===== src/ecmb_pkg.sv =====
package ecmb_pkg;

	// Default RAM depth and the reset address of the command/status port
	localparam int unsigned MEMORY_DEPTH = 256;
	localparam logic [15:0] COMMAND_PORT_RESET = 16'h0066;
	// Data port sits this far below the command port
	localparam logic [15:0] DATA_PORT_OFFSET = 16'd4;

	// Host command codes
	localparam logic [7:0] CMD_READ_MEM = 8'h80;
	localparam logic [7:0] CMD_WRITE_MEM = 8'h81;

	// Status byte bit positions
	localparam int unsigned STATUS_OBF_BIT = 0;
	localparam int unsigned STATUS_IBF_BIT = 1;

	// Decode of the word at the input, datapath to controller
	typedef struct packed {
		logic hit_cmd;
		logic hit_data;
		logic is_write;
		logic cmd_read;
		logic cmd_write;
	} ecmb_status_t;

	// Controller commands to the datapath
	typedef struct packed {
		logic take;       // capture the result of the accepted word
		logic off_latch;  // latch the RAM offset
		logic rd_start;   // start a RAM read at the offset
		logic mem_wr;     // store the byte at the latched offset
		logic obf_load;   // load the output buffer from the RAM read
		logic obf_clear;  // data port read empties the output buffer
	} ecmb_cmd_t;

endpackage


===== src/ecmb_ctrl.sv =====
module ecmb_ctrl (
	input  logic                   clk,
	input  logic                   arst_n,
	input  logic                   in_valid,
	output logic                   in_ready,
	output logic                   out_valid,
	input  logic                   out_ready,
	input  ecmb_pkg::ecmb_status_t status,
	output ecmb_pkg::ecmb_cmd_t    cmd
);

	typedef enum logic {
		ST_IDLE,
		ST_LOAD
	} state_t;

	typedef enum logic [1:0] {
		PH_IDLE,
		PH_RD_OFFSET,
		PH_WR_OFFSET,
		PH_WR_VALUE
	} phase_t;

	state_t state_q;
	phase_t phase_q;
	logic   out_valid_q;
	logic   accept;
	logic   data_wr;

	// Input taken while idle and the result slot is free or draining
	assign in_ready  = (state_q == ST_IDLE) && (!out_valid_q || out_ready);
	assign accept    = in_valid && in_ready;
	assign out_valid = out_valid_q;
	assign data_wr   = accept && status.hit_data && status.is_write;

	// Command decode
	always_comb begin
		cmd.take      = accept;
		cmd.off_latch = data_wr && (phase_q == PH_RD_OFFSET || phase_q == PH_WR_OFFSET);
		cmd.rd_start  = data_wr && (phase_q == PH_RD_OFFSET);
		cmd.mem_wr    = data_wr && (phase_q == PH_WR_VALUE);
		cmd.obf_load  = (state_q == ST_LOAD);
		cmd.obf_clear = accept && status.hit_data && !status.is_write;
	end

	// Sequencer, protocol phase and result valid
	always_ff @(posedge clk or negedge arst_n) begin
		if (!arst_n) begin
			state_q     <= ST_IDLE;
			phase_q     <= PH_IDLE;
			out_valid_q <= 1'b0;
		end else begin
			if (accept) begin
				out_valid_q <= 1'b1;
			end else if (out_ready) begin
				out_valid_q <= 1'b0;
			end

			case (state_q)
				ST_IDLE: begin
					if (cmd.rd_start) begin
						state_q <= ST_LOAD;
					end
				end
				ST_LOAD: begin
					state_q <= ST_IDLE;
				end
				default: begin
					state_q <= ST_IDLE;
				end
			endcase

			if (accept && status.hit_cmd && status.is_write) begin
				if (status.cmd_read) begin
					phase_q <= PH_RD_OFFSET;
				end else if (status.cmd_write) begin
					phase_q <= PH_WR_OFFSET;
				end else begin
					phase_q <= PH_IDLE;
				end
			end else if (data_wr) begin
				case (phase_q)
					PH_RD_OFFSET: phase_q <= PH_IDLE;
					PH_WR_OFFSET: phase_q <= PH_WR_VALUE;
					PH_WR_VALUE:  phase_q <= PH_IDLE;
					default:      phase_q <= PH_IDLE;
				endcase
			end
		end
	end

endmodule


===== src/ecmb_dp.sv =====
module ecmb_dp #(
	parameter int unsigned MemDepth = ecmb_pkg::MEMORY_DEPTH
) (
	input  logic                   clk,
	input  logic                   arst_n,
	input  logic                   cfg_we,
	input  logic [15:0]            cfg_wdata,
	input  logic                   func,
	input  logic [15:0]            io_address,
	input  logic [7:0]             write_data,
	input  ecmb_pkg::ecmb_cmd_t    cmd,
	output ecmb_pkg::ecmb_status_t status,
	output logic [7:0]             read_data,
	output logic                   claimed
);

	localparam int unsigned AddrW = $clog2(MemDepth);

	logic [15:0]      command_port_q;
	logic [15:0]      data_port;
	logic [7:0]       latched_offset_q;
	logic [7:0]       output_byte_q;
	logic             output_full_q;
	logic [7:0]       mem [MemDepth];
	logic [MemDepth-1:0] valid_q;
	logic [7:0]       ram_q;
	logic             rd_ok_q;
	logic             rd_in_range;
	logic             wr_in_range;
	logic [7:0]       result;

	// Port decode
	assign data_port = command_port_q - ecmb_pkg::DATA_PORT_OFFSET;

	always_comb begin
		status.hit_cmd   = (io_address == command_port_q);
		status.hit_data  = !status.hit_cmd && (io_address == data_port);
		status.is_write  = func;
		status.cmd_read  = (write_data == ecmb_pkg::CMD_READ_MEM);
		status.cmd_write = (write_data == ecmb_pkg::CMD_WRITE_MEM);
	end

	assign rd_in_range = ({1'b0, write_data} < 9'(MemDepth));
	assign wr_in_range = ({1'b0, latched_offset_q} < 9'(MemDepth));

	// Result byte: status for command reads, buffer for data reads
	always_comb begin
		result = 8'h00;
		if (status.hit_cmd && !func) begin
			result[ecmb_pkg::STATUS_OBF_BIT] = output_full_q;
			result[ecmb_pkg::STATUS_IBF_BIT] = 1'b0;
		end else if (status.hit_data && !func) begin
			result = output_byte_q;
		end
	end

	// Configuration register
	always_ff @(posedge clk or negedge arst_n) begin
		if (!arst_n) begin
			command_port_q <= ecmb_pkg::COMMAND_PORT_RESET;
		end else if (cfg_we) begin
			command_port_q <= cfg_wdata;
		end
	end

	// Protocol registers and output buffer
	always_ff @(posedge clk or negedge arst_n) begin
		if (!arst_n) begin
			latched_offset_q <= 8'h00;
			output_byte_q    <= 8'h00;
			output_full_q    <= 1'b0;
			rd_ok_q          <= 1'b0;
		end else begin
			if (cmd.off_latch) begin
				latched_offset_q <= write_data;
			end
			if (cmd.rd_start) begin
				rd_ok_q <= rd_in_range && valid_q[write_data[AddrW-1:0]];
			end
			if (cmd.obf_load) begin
				output_byte_q <= rd_ok_q ? ram_q : 8'h00;
				output_full_q <= 1'b1;
			end else if (cmd.obf_clear) begin
				output_full_q <= 1'b0;
			end
		end
	end

	// Per-entry written marks; an unwritten entry reads as zero
	always_ff @(posedge clk or negedge arst_n) begin
		if (!arst_n) begin
			valid_q <= '0;
		end else if (cmd.mem_wr && wr_in_range) begin
			valid_q[latched_offset_q[AddrW-1:0]] <= 1'b1;
		end
	end

	// Byte RAM, one write and one registered read port
	always_ff @(posedge clk) begin
		if (cmd.mem_wr && wr_in_range) begin
			mem[latched_offset_q[AddrW-1:0]] <= write_data;
		end
		if (cmd.rd_start) begin
			ram_q <= mem[write_data[AddrW-1:0]];
		end
	end

	// Result register
	always_ff @(posedge clk) begin
		if (cmd.take) begin
			read_data <= result;
			claimed   <= status.hit_cmd || status.hit_data;
		end
	end

endmodule


===== src/ec_host_mailbox_ram.sv =====
// Host I/O port pair of an embedded controller with a byte RAM mailbox.
// Latency: the result word is registered and offered in the cycle after the access is accepted.
// Throughput: one access per cycle while the result slot is free or draining;
// a read-offset data write stalls the next word during the registered RAM fetch.
// Reset (arst_n, asynchronous): protocol idle, buffer empty, command port 0x66;
// RAM reads as zero at once through per-entry written marks, no clearing pass.
module ec_host_mailbox_ram #(
	parameter int unsigned MemDepth = ecmb_pkg::MEMORY_DEPTH
) (
	input  logic        clk,
	input  logic        arst_n,
	input  logic        cfg_we,
	input  logic [15:0] cfg_wdata,       // command_port
	input  logic        s_axis_tvalid,
	output logic        s_axis_tready,
	input  logic [23:0] s_axis_tdata,    // io_address[15:0], write_data[23:16]
	input  logic        s_axis_tuser,    // func
	output logic        m_axis_tvalid,
	input  logic        m_axis_tready,
	output logic [7:0]  m_axis_tdata,    // read_data[7:0]
	output logic        m_axis_tuser     // claimed
);

	ecmb_pkg::ecmb_status_t status;
	ecmb_pkg::ecmb_cmd_t    cmd;

	ecmb_ctrl u_ctrl (
		.clk       (clk),
		.arst_n    (arst_n),
		.in_valid  (s_axis_tvalid),
		.in_ready  (s_axis_tready),
		.out_valid (m_axis_tvalid),
		.out_ready (m_axis_tready),
		.status    (status),
		.cmd       (cmd)
	);

	ecmb_dp #(
		.MemDepth (MemDepth)
	) u_dp (
		.clk        (clk),
		.arst_n     (arst_n),
		.cfg_we     (cfg_we),
		.cfg_wdata  (cfg_wdata),
		.func       (s_axis_tuser),
		.io_address (s_axis_tdata[15:0]),
		.write_data (s_axis_tdata[23:16]),
		.cmd        (cmd),
		.status     (status),
		.read_data  (m_axis_tdata),
		.claimed    (m_axis_tuser)
	);

	// RAM fetch cycle blocks the next word
	a_fetch_stall: assert property (@(posedge clk) disable iff (!arst_n)
		cmd.rd_start |=> !s_axis_tready)
		else $error("word accepted during RAM fetch");

	// Unclaimed access never returns data
	a_unclaimed_zero: assert property (@(posedge clk) disable iff (!arst_n)
		(m_axis_tvalid && !m_axis_tuser) |-> (m_axis_tdata == 8'h00))
		else $error("unclaimed access returned data");

	// Status read shows only the output buffer flag
	a_status_bits: assert property (@(posedge clk) disable iff (!arst_n)
		(s_axis_tvalid && s_axis_tready && status.hit_cmd && !s_axis_tuser)
		|=> (m_axis_tdata[7:1] == 7'h00))
		else $error("status byte has stray bits");

endmodule


===== config.mk =====
export PLATFORM = sky130hd
export DESIGN_NAME = ec_host_mailbox_ram
export DESIGN_NICKNAME = d
export VERILOG_FILES = /design/src/ecmb_pkg.sv /design/src/ecmb_ctrl.sv /design/src/ecmb_dp.sv /design/src/ec_host_mailbox_ram.sv
export SDC_FILE = /design/constraint.sdc
export NUM_CORES = 2
export LEC_CHECK = 0
export BUFFER_PORTS_ARGS = -buffer_cell sky130_fd_sc_hd__buf_2
export CAP_MARGIN = 10
export CORE_MARGIN = 2
export CORE_UTILIZATION = 35
export DETAILED_ROUTE_END_ITERATION = 10
export GPL_TIMING_DRIVEN = 0
export PLACE_DENSITY = 0.47
export SLEW_MARGIN = 0
export SYNTH_ARGS = -nofsm -noshare
export SYNTH_HDL_FRONTEND = slang
export SYNTH_HIERARCHICAL = 1
export SYNTH_SLANG_ARGS = --single-unit

===== constraint.sdc =====
create_clock -name clk -period 5.1 [get_ports clk]
set_clock_uncertainty 0.2 [all_clocks]
set_input_delay 1.02 -clock clk [delete_from_list [all_inputs] [get_ports clk]]
set_output_delay 1.02 -clock clk [all_outputs]
set_load 0.005 [all_outputs]

==> results.sh <==
export IMPL_cap_violations=0
export IMPL_area_delta_synth_final_pct=18.19
export IMPL_switching_share_pct=22.73
export IMPL_first_global_vias=48470
export IMPL_min_path_type="in -> reg"
export IMPL_yosysSeqAreaShare_pct=75.25
export IMPL_grtUsageMet2_pct=41.55
export IMPL_dr_pass1_iters=6
export IMPL_die_h_um=517.2
export IMPL_setup_viol=7
export IMPL_tightest_slew_ns=1.364
export IMPL_violations="setup timing"
export IMPL_syn_nets=4399
export IMPL_ant_nets=0
export IMPL_antenna_found_initial=33
export IMPL_avgRoutedWirePerCell_um=42.48
export IMPL_postLayoutSetupSlackWorst_ns=-0.2287
export IMPL_std_cell_rows=188
export IMPL_io_buffers=55
export IMPL_cts_sinks=2359
export IMPL_cts_tree="built"
export IMPL_layout_nets=4848
export IMPL_synth_enable_flop_cells=2065
export IMPL_comb_power_share_pct=6.2
export IMPL_yosys_cell_types_count=72
export IMPL_dieArea_um2=267500
export IMPL_status="complete, but fails checks"
export IMPL_start_util_pct=35.15
export IMPL_drive_gt1_share_pct=38.35
export IMPL_grt_start_max_net_pins=161
export IMPL_groute_usage_overall_pct=27.10
export IMPL_met3_usage_pct=6.010
export IMPL_clk_pin_slew_ns=0.06
export IMPL_gp_congestion=0.9662
export IMPL_synth_area_um2=92190
export IMPL_switchingPower_mw=9.732
export IMPL_synthTopCellsByCount="edfxtp_1 (2065), mux4_2 (686), nor2_1 (302)"
export IMPL_ys_flop_type="edfxtp_1"
export IMPL_peakVddDrop_mv=0.4033
export IMPL_power_frac_seq_pct=49.2
export IMPL_synth_compound_area_share_pct=1.227
export IMPL_hpwl_mm=239.5
export IMPL_p_clk_share_pct=44.7
export IMPL_internal_power_mw=33.08
export IMPL_clock_path_buffers=4
export IMPL_fmax_mhz=187.7
export IMPL_die_x_um=517.2
export IMPL_grt_setup_unrepaired="false"
export IMPL_synth_top_area_share_pct=67.27
export IMPL_synth_async_reset_ratio_pct=12.46
export IMPL_synth_top_area_cell="edfxtp_1"
export IMPL_cts_root_buffer_cell="clkbuf_16"
export IMPL_ys_ff_latch=2359
export IMPL_max_slew_margin_rel_pct=8.739
export IMPL_yosysWarningCount=6
export IMPL_end_kind="register"
export IMPL_grt_pass1_wl_mm=474.0
export IMPL_synth_cells=4349
export IMPL_core_area_um2=262300
export IMPL_wirelength_mm=362.3
export IMPL_use_met1_pct=37.25
export IMPL_cp_required_ns=5.46
export IMPL_fin_util_pct=41.54
export IMPL_path_class="in -> reg"
export IMPL_globalRouteOverflowTotal=0
export IMPL_synthXorXnorAreaFrac_pct=0.2375
export IMPL_synth_area_leaders="edfxtp_1 (67%), mux4_2 (17%), dfrtp_1 (7.9%)"
export IMPL_path_max_fanout=110
export IMPL_cts_buffers=280
export IMPL_drtIter0Drc=7759
export IMPL_cp_arrival_ns=5.69
export IMPL_vias=50720
export IMPL_n_fill_cell=23060
export IMPL_synth_area_per_cell_um2=21.20
export IMPL_synthAdderAreaFrac_pct=0.05429
export IMPL_clock_latency_ns=0.93
export IMPL_pre_cts_ws_ns=-2.807
export IMPL_synth_top_family_by_area="multiplexers"
export IMPL_r2r_slack_ns=0.14
export IMPL_leakagePower_nw=36.36
export IMPL_busiest_layer="met2"
export IMPL_cp_start_kind="input pin"
export IMPL_muxShareOfSynthArea_pct=17.57
export IMPL_post_synth_top_count_cell="edfxtp_1"
export IMPL_synth_simple_area_share_pct=4.201
export IMPL_fin_crit_sh_pct=104.5
export IMPL_vias_per_cell=5.947
export IMPL_h_tree_depth=5
export IMPL_drv_slew=0
export IMPL_power_density_nw_per_um2=392.9
export IMPL_fin_crit_ns=5.329
export IMPL_drc_errors=0
export IMPL_finalHoldViolations=0
export IMPL_io_pin_count=57
per-layer routing:
metal,vias up,share of wire [%]
met3,676,9.3
met2,2927,46
met4,4,5.1
met1,28370,40
li1,18750,-
met5,-,0.0094
area by class of cell:
cell class / count / area (um^2) / area share, %
Tap cell: 3515 / 4398 / 4.037
Sequential cell: 2359 / 69370 / 63.67
Inverter: 24 / 93.84 / 0.08613
Timing Repair Buffer: 176 / 2321 / 2.130
Multi-Input combinational cell: 1726 / 22550 / 20.70
Clock buffer: 406 / 7963 / 7.308
Buffer: 231 / 1587 / 1.456
Antenna cell: 6 / 15.01 / 0.01378
Clock inverter: 85 / 654.4 / 0.6006
path summary, 6_finish.rpt:
kind,from,endpoint,cells after the start
min in group asynchronous,arst_n,u_dp/valid_q[225]$_DFFE_PN0P_,3
min,cfg_wdata[2],u_dp/command_port_q[2]$_DFFE_PN1P_,3
max in group asynchronous,arst_n,u_dp/command_port_q[13]$_DFFE_PN0P_,5
max,s_axis_tdata[19],u_dp/ram_q[7]$_DFFE_PP_,11
min reg2reg,u_dp/valid_q[191]$_DFFE_PN0P_,u_dp/valid_q[191]$_DFFE_PN0P_,1
max reg2reg,u_dp/command_port_q[2]$_DFFE_PN1P_,u_dp/mem[46][5]$_DFFE_PP_,13
logic make-up after synthesis:
family	count (synthesis)
muxes	757
AOI/OAI and AO/OA	164
buffers and inverters	264
DFF	2359
xor gates and xnor gates	25
and+or+nand+nor	776
adders and majority gates	4
power by group through the flow:
stage	clock network [mW]	registers [mW]	logic, mW
2_1_floorplan	0	21.4	1.01
3_3_place_gp	0	21.5	2.49
3_5_place_dp	0	21.4	2.58
4_1_cts	19.4	21.0	2.61
5_1_grt	20.2	21.0	2.66
6_report	19.1	21.0	2.64
flip-flops by register name (all words and copies together) (netlist names):
signal / count
u_ctrl/phase_q: 2
u_dp/mem: 2048
u_ctrl/state_q: 1
u_dp/claimed: 1
u_dp/rd_ok_q: 1
u_dp/ram_q: 8
u_dp/latched_offset_q: 8
u_dp/output_byte_q: 8
u_ctrl/out_valid: 1
u_dp/output_full_q: 1
u_dp/read_data: 8
u_dp/command_port_q: 16
u_dp/valid_q: 256
per-stage QoR:
| step | cells | TNS, ns | total power, mW | area, um^2 | hold WS (ns) |
|---|---|---|---|---|---|
| 4_1_cts | 8524 | 0 | 43.07 | 108900 | 0.07241 |
| 2_1_floorplan | 4349 | 0 | 22.45 | 92190 | 0.2308 |
| 5_1_grt | 8524 | 0 | 43.85 | 108900 | 0.1175 |
| 6_report | 8528 | -1.000 | 42.81 | 109000 | 0.1300 |
| 3_3_place_gp | 7919 | -5223.30 | 24.00 | 96860 | 0.2442 |
| 3_5_place_dp | 8021 | -1927.17 | 24.02 | 98760 | 0.2471 |
what timing repair did:
action                                  in CTS  in global routing
setup buffers                               15                  0
endpoints found under the setup margin    2278               1541
gates resized for setup                    390                 31
gates cloned                                 2                  0
hold buffers                                 1                  0
hold endpoints to repair                    96                  0
pin swaps                                    9                  1
worst max-delay path, cell delays in order:
cell,delay [ns]
buf_12,0.16
buf_16,0.28
buf_2,0.32
inv_2,0.28
buf_4,0.43
buf_2,0.90
mux4_2,0.70
mux2i_1,0.70
a32oi_1,0.22
nand3_1,0.16
a31oi_1,0.16
placed cells by master, fill, tap and decap left out, drive strengths merged, types with 17 or more instances in the layout:
master / netlist / final
edfxtp: 2065 / 2065
mux4: 686 / 686
clkbuf: 106 / 511
nor2: 302 / 302
buf: 134 / 297
dfrtp: 290 / 290
or2: 258 / 258
nand2: 83 / 83
clkinv: 2 / 66
nand3: 51 / 51
mux2i: 43 / 43
o21ai: 30 / 30
mux2: 28 / 28
inv: 22 / 27
a21oi: 24 / 24
a22oi: 24 / 24
nand4: 20 / 20
o22ai: 17 / 17
Power figures use the tool's default switching activity.
